`config.mk`:
```
export PLATFORM = sky130hd
export DESIGN_NAME = button_debounce_auto_repeat
export DESIGN_NICKNAME = d
export VERILOG_FILES = /design/src/bdar_pkg.sv /design/src/bdar_step.sv /design/src/button_debounce_auto_repeat.sv
export SDC_FILE = /design/constraint.sdc
export NUM_CORES = 1
export LEC_CHECK = 0
export BUFFER_PORTS_ARGS = -buffer_cell sky130_fd_sc_hd__buf_2
export CORE_MARGIN = 3
export CORE_UTILIZATION = 55
export DETAILED_ROUTE_END_ITERATION = 8
export PLACE_DENSITY = 0.75
export SYNTH_ARGS = -nofsm -noshare
export SYNTH_HDL_FRONTEND = slang
export SYNTH_HIERARCHICAL = 1
export SYNTH_SLANG_ARGS = --single-unit
```
`constraint.sdc`:
```
create_clock -name aclk -period 5.25 [get_ports aclk]
set_clock_uncertainty 0.1 [all_clocks]
set_input_delay 1.575 -clock aclk [delete_from_list [all_inputs] [get_ports aclk]]
set_output_delay 1.575 -clock aclk [all_outputs]
set_load 0.05 [all_outputs]
```
`src/bdar_pkg.sv`:
```
// ----------------------------------------------------------------------------
// bdar_pkg
// Shared types and constants for the button debounce / auto-repeat block.
// ----------------------------------------------------------------------------
package bdar_pkg;

    localparam int TIME_W = 32;

    // Button mode, also the encoding of the event_mode result field
    typedef enum logic [1:0] {
        MODE_UP      = 2'd0,
        MODE_LATCHED = 2'd1,
        MODE_FIRST   = 2'd2,
        MODE_REPEAT  = 2'd3
    } mode_t;

    // Configuration register indexes
    typedef logic [1:0] reg_idx_t;
    localparam reg_idx_t REG_DEBOUNCE = 2'd0;
    localparam reg_idx_t REG_HOLD     = 2'd1;
    localparam reg_idx_t REG_PERIOD   = 2'd2;

    // Register reset values
    localparam logic [TIME_W-1:0] DEBOUNCE_RST = 32'd50;
    localparam logic [TIME_W-1:0] HOLD_RST     = 32'd500;
    localparam logic [TIME_W-1:0] PERIOD_RST   = 32'd100;

    // Outcome of one step: event flag, mode after the step, latch-time reload
    typedef struct packed {
        logic  notify;
        mode_t mode;
        logic  load_time;
    } step_t;

endpackage

```
`src/bdar_step.sv`:
```
// ----------------------------------------------------------------------------
// bdar_step
// Next-state logic for one word: mode transitions and timer expiry check.
// ----------------------------------------------------------------------------
module bdar_step (
    input  bdar_pkg::mode_t               mode,
    input  logic [bdar_pkg::TIME_W-1:0]   latch_time,
    input  logic                          action,
    input  logic                          pin_low,
    input  logic [bdar_pkg::TIME_W-1:0]   now_ms,
    input  logic [bdar_pkg::TIME_W-1:0]   debounce_ms,
    input  logic [bdar_pkg::TIME_W-1:0]   hold_ms,
    input  logic [bdar_pkg::TIME_W-1:0]   repeat_period_ms,
    output bdar_pkg::step_t               step
);

    logic [bdar_pkg::TIME_W-1:0] limit;
    logic [bdar_pkg::TIME_W-1:0] elapsed;
    logic                        over;

    // One subtract and compare, shared by all timers
    always_comb begin
        case (mode)
            bdar_pkg::MODE_LATCHED: limit = debounce_ms;
            bdar_pkg::MODE_FIRST:   limit = hold_ms;
            default:                limit = repeat_period_ms;
        endcase
    end

    assign elapsed = now_ms - latch_time;
    assign over    = elapsed > limit;

    always_comb begin
        step.notify    = 1'b0;
        step.mode      = mode;
        step.load_time = 1'b0;
        if (action) begin
            // edge: latch only from up
            if (mode == bdar_pkg::MODE_UP) begin
                step.mode      = bdar_pkg::MODE_LATCHED;
                step.load_time = 1'b1;
            end
        end else begin
            case (mode)
                bdar_pkg::MODE_LATCHED: begin
                    if (over) begin
                        step.notify = 1'b1;
                        if (pin_low) begin
                            step.mode      = bdar_pkg::MODE_FIRST;
                            step.load_time = 1'b1;
                        end else begin
                            step.mode = bdar_pkg::MODE_UP;
                        end
                    end
                end
                bdar_pkg::MODE_FIRST: begin
                    if (!pin_low) begin
                        step.mode   = bdar_pkg::MODE_UP;
                        step.notify = 1'b1;
                    end else if (hold_ms != '0 && over) begin
                        step.mode      = bdar_pkg::MODE_REPEAT;
                        step.load_time = 1'b1;
                        step.notify    = 1'b1;
                    end
                end
                bdar_pkg::MODE_REPEAT: begin
                    if (!pin_low) begin
                        step.mode   = bdar_pkg::MODE_UP;
                        step.notify = 1'b1;
                    end else if (repeat_period_ms != '0 && over) begin
                        step.load_time = 1'b1;
                        step.notify    = 1'b1;
                    end
                end
                default: begin
                end
            endcase
        end
    end

endmodule

```
`src/button_debounce_auto_repeat.sv`:
```
// ----------------------------------------------------------------------------
// button_debounce_auto_repeat
// Active-low push-button qualifier with debounce and auto-repeat.
// ----------------------------------------------------------------------------
// Each input word is either a falling edge seen on the pin (s_tuser = 1) or a
// poll (s_tuser = 0), carrying the pin level and the current millisecond time.
// Every input word produces exactly one result word: the notify flag, the mode
// after the step (0 up, 1 latched, 2 first, 3 repeat) and a pressed flag. An
// edge while up latches the time; polls promote latched to first after the
// debounce time if the pin is still low (else back to up), first to repeat
// after the hold time and in repeat raise an event every repeat period (each
// only if nonzero); in first or repeat a release seen by a poll returns to up.
// Time differences wrap modulo 2^32 and every comparison is strictly greater.
// Throughput is one word per clock unless m_tready stalls the result. A word
// is captured in the input register and moves to the result register, which
// drives m_tvalid, once that register is free or being drained. The mode and
// latch time update in the same cycle the result register loads, so the next
// word sees them at once. Write configuration only while the block is idle.
// ----------------------------------------------------------------------------
module button_debounce_auto_repeat (
    input  logic                         aclk,
    input  logic                         aresetn,

    // Input words
    input  logic                         s_tvalid,
    output logic                         s_tready,
    input  logic [39:0]                  s_tdata,   // [0] pin_low, [32:1] now_ms, rest zero
    input  logic                         s_tuser,   // [0] action

    // Result words
    output logic                         m_tvalid,
    input  logic                         m_tready,
    output logic [7:0]                   m_tdata,   // [0] notify, [2:1] event_mode,
                                                    // [3] pressed, rest zero

    // Configuration writes
    input  logic                         cfg_valid,
    output logic                         cfg_ready,
    input  bdar_pkg::reg_idx_t           cfg_index,
    input  logic [bdar_pkg::TIME_W-1:0]  cfg_data
);

    // Configuration registers
    logic [bdar_pkg::TIME_W-1:0] debounce_reg;
    logic [bdar_pkg::TIME_W-1:0] hold_reg;
    logic [bdar_pkg::TIME_W-1:0] period_reg;

    // Input register
    logic                        in_valid_reg;
    logic                        action_reg;
    logic                        pin_low_reg;
    logic [bdar_pkg::TIME_W-1:0] now_reg;

    // Block state
    bdar_pkg::mode_t             mode_reg;
    logic [bdar_pkg::TIME_W-1:0] latch_time_reg;

    // Result register
    logic                        out_valid_reg;
    logic                        notify_reg;
    bdar_pkg::mode_t             out_mode_reg;

    bdar_pkg::step_t             step;
    logic                        advance;

    // Advance the input word when the result register is free or being drained
    assign advance   = in_valid_reg && (!out_valid_reg || m_tready);
    assign s_tready  = !in_valid_reg || advance;
    assign cfg_ready = 1'b1;

    // Configuration: out-of-range indexes are dropped
    always_ff @(posedge aclk) begin
        if (!aresetn) begin
            debounce_reg <= bdar_pkg::DEBOUNCE_RST;
            hold_reg     <= bdar_pkg::HOLD_RST;
            period_reg   <= bdar_pkg::PERIOD_RST;
        end else if (cfg_valid && cfg_ready) begin
            case (cfg_index)
                bdar_pkg::REG_DEBOUNCE: debounce_reg <= cfg_data;
                bdar_pkg::REG_HOLD:     hold_reg     <= cfg_data;
                bdar_pkg::REG_PERIOD:   period_reg   <= cfg_data;
                default: begin
                end
            endcase
        end
    end

    // Capture the input word
    always_ff @(posedge aclk) begin
        if (!aresetn) begin
            in_valid_reg <= 1'b0;
        end else if (s_tready) begin
            in_valid_reg <= s_tvalid;
        end
    end

    always_ff @(posedge aclk) begin
        if (s_tvalid && s_tready) begin
            action_reg  <= s_tuser;
            pin_low_reg <= s_tdata[0];
            now_reg     <= s_tdata[bdar_pkg::TIME_W:1];
        end
    end

    bdar_step u_step (
        .mode             (mode_reg),
        .latch_time       (latch_time_reg),
        .action           (action_reg),
        .pin_low          (pin_low_reg),
        .now_ms           (now_reg),
        .debounce_ms      (debounce_reg),
        .hold_ms          (hold_reg),
        .repeat_period_ms (period_reg),
        .step             (step)
    );

    // Update the mode and latch time as the word moves to the result register
    always_ff @(posedge aclk) begin
        if (!aresetn) begin
            mode_reg       <= bdar_pkg::MODE_UP;
            latch_time_reg <= '0;
        end else if (advance) begin
            mode_reg <= step.mode;
            if (step.load_time) begin
                latch_time_reg <= now_reg;
            end
        end
    end

    // Result register: hold until taken
    always_ff @(posedge aclk) begin
        if (!aresetn) begin
            out_valid_reg <= 1'b0;
        end else if (advance) begin
            out_valid_reg <= 1'b1;
        end else if (m_tready) begin
            out_valid_reg <= 1'b0;
        end
    end

    always_ff @(posedge aclk) begin
        if (advance) begin
            notify_reg   <= step.notify;
            out_mode_reg <= step.mode;
        end
    end

    assign m_tvalid = out_valid_reg;
    assign m_tdata  = {4'b0000, (out_mode_reg != bdar_pkg::MODE_UP), out_mode_reg, notify_reg};

endmodule
```
==> impl_metrics.tcl <==
set metrics [dict create \
    wirelength_um 22160 \
    yosysUniqueCellTypes 66 \
    grtUsageTotal_pct 23.78 \
    path_cells "ha_1 -> a2111o_1 -> o2111ai_1 -> a31oi_2 -> a31o_2 -> nand4_1 -> o211ai_1 -> ha_1 -> nand3_1 -> nor3_2 -> buf_4 -> o211ai_1 -> o21ai_1 -> a2bb2oi_2 -> or2_1 -> o31ai_2 -> nand2_1 -> nor2_4 -> buf_12 -> buf_12 -> mux2i_4" \
    clockBufferDepth 2 \
    clk_pin_slew_ns 0.06 \
    nNetsFinal 1260 \
    path_max_fanout 9 \
    finalSetupViolCount 0 \
    cts_buffers 17 \
    crit_type "flop to flop" \
    grt_first_pass_wirelength_um 35270 \
    netlist_top_cells_area "dfxtp_1 29%, edfxtp_1 12%, ha_1 9.1%" \
    rr_startpoint "now_reg[4]" \
    met1_length_um 9591 \
    yosysTopAreaCellShare_pct 28.73 \
    die_w_um 135.3 \
    fmax_mhz 195.1 \
    synth_ff_type "dfxtp_1" \
    fin_crit_sh_pct 97.61 \
    async_flop_share_pct 0 \
    fin_crit_ns 5.124 \
    syn_avg_cell_area_um2 8.670 \
    critPathLaunch "now_reg[4]" \
    nFillCells 1395 \
    cp.required_ns 5.50 \
    routabilityCongestion 0.8639 \
    synthCells 1061 \
    final_core_util_pct 64.88 \
    overflow 0 \
    cp-end-kind "flop" \
    wire_per_inst_um 16.54 \
    hold_viol 0 \
    startpoint_type "flop" \
    status "complete, no violations" \
    via_per_inst 5.854 \
    drt-initial-drc-count 724 \
    yosysSeqAreaShare_pct 40.81 \
    drv_cap 0 \
    top_layer "met4" \
    leakagePower_uw 0.004004 \
    worstMarginPinSlew_ns 0.9060 \
    drtPass1Iterations 5 \
    power_density_nw_per_um2 312.4 \
    layout_setup_ws_ns 0.1257 \
    dpl_worst_slack_ns 0.1784 \
    area_growth_pct 13.66 \
    yosysTopAreaCell "dfxtp_1" \
    cts_tree "built" \
    slowest_delay_ns 0.47 \
    cts.sinks 169 \
    vias 7844 \
    start_util_pct 57.08 \
    drc 0 \
    wl_met3_um 1270 \
    holdBufCountCts 0 \
    dpl.hpwl_um 15020 \
    min_path_type "flop to flop" \
    fp.dieH_um 135.3 \
    grt_max_degree 85 \
    dieArea_um2 18310 \
    postRouteAntennaNets 0 \
    vdd_drop_max_mv 0.2404 \
    final_max_slew_viol_count 0 \
    cpMaxStageDelayCell "a2111o_1" \
    synth.cell_area_um2 9199 \
    row_count 46 \
    arrival_ns 5.38 \
    antenna_found_initial 0 \
    hp-start "latch_time_reg[6]" \
    grt_pass1_vias 7316 \
    slew_headroom_pct 39.60 \
    drive_gt1_share_pct 13.08 \
    clock_latency_ns 0.43 \
    cts-root-buf "clkbuf_16" \
    synth_edf_count 37 \
    htreeDepth 4 \
    io_pins 91 \
    yosysWarningCount 6 \
    core_area_um2 16120 \
    buffer_ports.inserted 78 \
    wl_met2_um 10840 \
    antenna_cells 0 \
    ys_ff_latch 169 \
]
[report_power, final]
part           internal (uW)  leakage (uW)  switching (uW)
logic                    263       0.00229             372
registers               1380       0.00144            35.5
clock network            695      0.000279             518
total                   2340       0.00400             925
[Yosys cell counts, types with 15 or more instances]
| cell | n |
|---|---|
| xnor2_1 | 19 |
| ha_1 | 67 |
| a21o_1 | 21 |
| buf_2 | 15 |
| nand2_1 | 168 |
| o21ai_0 | 126 |
| edfxtp_1 | 37 |
| a22oi_1 | 33 |
| a21oi_1 | 35 |
| mux2i_1 | 47 |
| nor4_1 | 20 |
| dfxtp_1 | 132 |
| clkbuf_1 | 35 |
| nand3_1 | 96 |
| inv_1 | 38 |
| nor2_1 | 23 |
[routing by layer]
layer | vias to the layer above | track usage [%]
met5 | - | 0
met4 | 0 | 7.671
met3 | 38 | 4.606
met2 | 247 | 40.13
met1 | 3635 | 30.82
li1 | 3924 | -
[final cells by class]
| cell class | instances | area [um^2] | share of cell area [%] |
|---|---|---|---|
| Inverter | 38 | 142.6 | 1.364 |
| Sequential cell | 169 | 3754 | 35.90 |
| Multi-Input combinational cell | 787 | 5075 | 48.54 |
| Timing Repair Buffer | 99 | 651.9 | 6.235 |
| Clock inverter | 9 | 86.33 | 0.8258 |
| Tap cell | 216 | 270.3 | 2.585 |
| Clock buffer | 22 | 475.5 | 4.548 |
[final timing paths]
| path | endpoint | slack, ns | cells after the start |
|---|---|---|---|
| setup / recovery | latch_time_reg[16] | 0.13 | 21 |
| hold reg to reg | latch_time_reg[6] | 0.36 | 2 |
| setup reg to reg | latch_time_reg[16] | 0.13 | 21 |
| hold / removal | latch_time_reg[6] | 0.36 | 2 |
[cell usage in the layout, fill, tap and decap left out, drive strengths merged, types with 8 or more instances in the layout]
cell and count:
nor2 24, buf 97, xor2 8, nand3 97
o21ai 130, ha 67, a22oi 33, nor4 20
nand2 168, nor3 12, clkbuf 24, a21o 21
a21oi 35, nand4 12, edfxtp 37, nor2b 9
inv 43, mux2i 47, xnor2 19, o21a 8
dfxtp 132
[critical path, delay by kind of cell (launching register included)]
kind / cells / cell delay [ns]
AO/OA/AOI/OAI: 9 / 2.18
AND/OR/NAND/NOR: 6 / 0.93
adder cells (fa/ha/maj): 2 / 0.75
buffers and inverters: 3 / 0.44
flip-flops: 1 / 0.39
multiplexers: 1 / 0.23
[logic make-up (layout without fill, tap and decap cells)]
family,after synthesis,in the layout,synth area share [%]
other,2,5,0.08164
flip-flops,169,169,40.81
AND/OR/NAND/NOR,368,368,18.61
buffers and inverters,108,168,5.087
adder cells (fa/ha/maj),68,68,9.331
multiplexers,47,47,5.114
AO/OA/AOI/OAI,272,272,18.40
XOR/XNOR,27,27,2.571
[per-stage QoR]
stage / cell area, um^2 / TNS [ns] / std cells / power [uW] / hold WS (ns)
after detailed placement: 9719 / 0 / 1303 / 2035 / 0.3464
after CTS: 10280 / 0 / 1334 / 3244 / 0.3592
after global routing: 10460 / -1.104 / 1340 / 3415 / 0.3813
after floorplan: 9210 / 0 / 1064 / 1882 / 0.3347
final: 10460 / 0 / 1340 / 3266 / 0.3553
after global placement: 9719 / 0 / 1303 / 2017 / 0.3424
[timing repair]
item / 4_1_cts / 5_1_grt
buffers inserted: 0 / 4
gates resized for setup: 0 / 14
setup endpoints to repair: 0 / 32
Power figures use the tool's default switching activity.
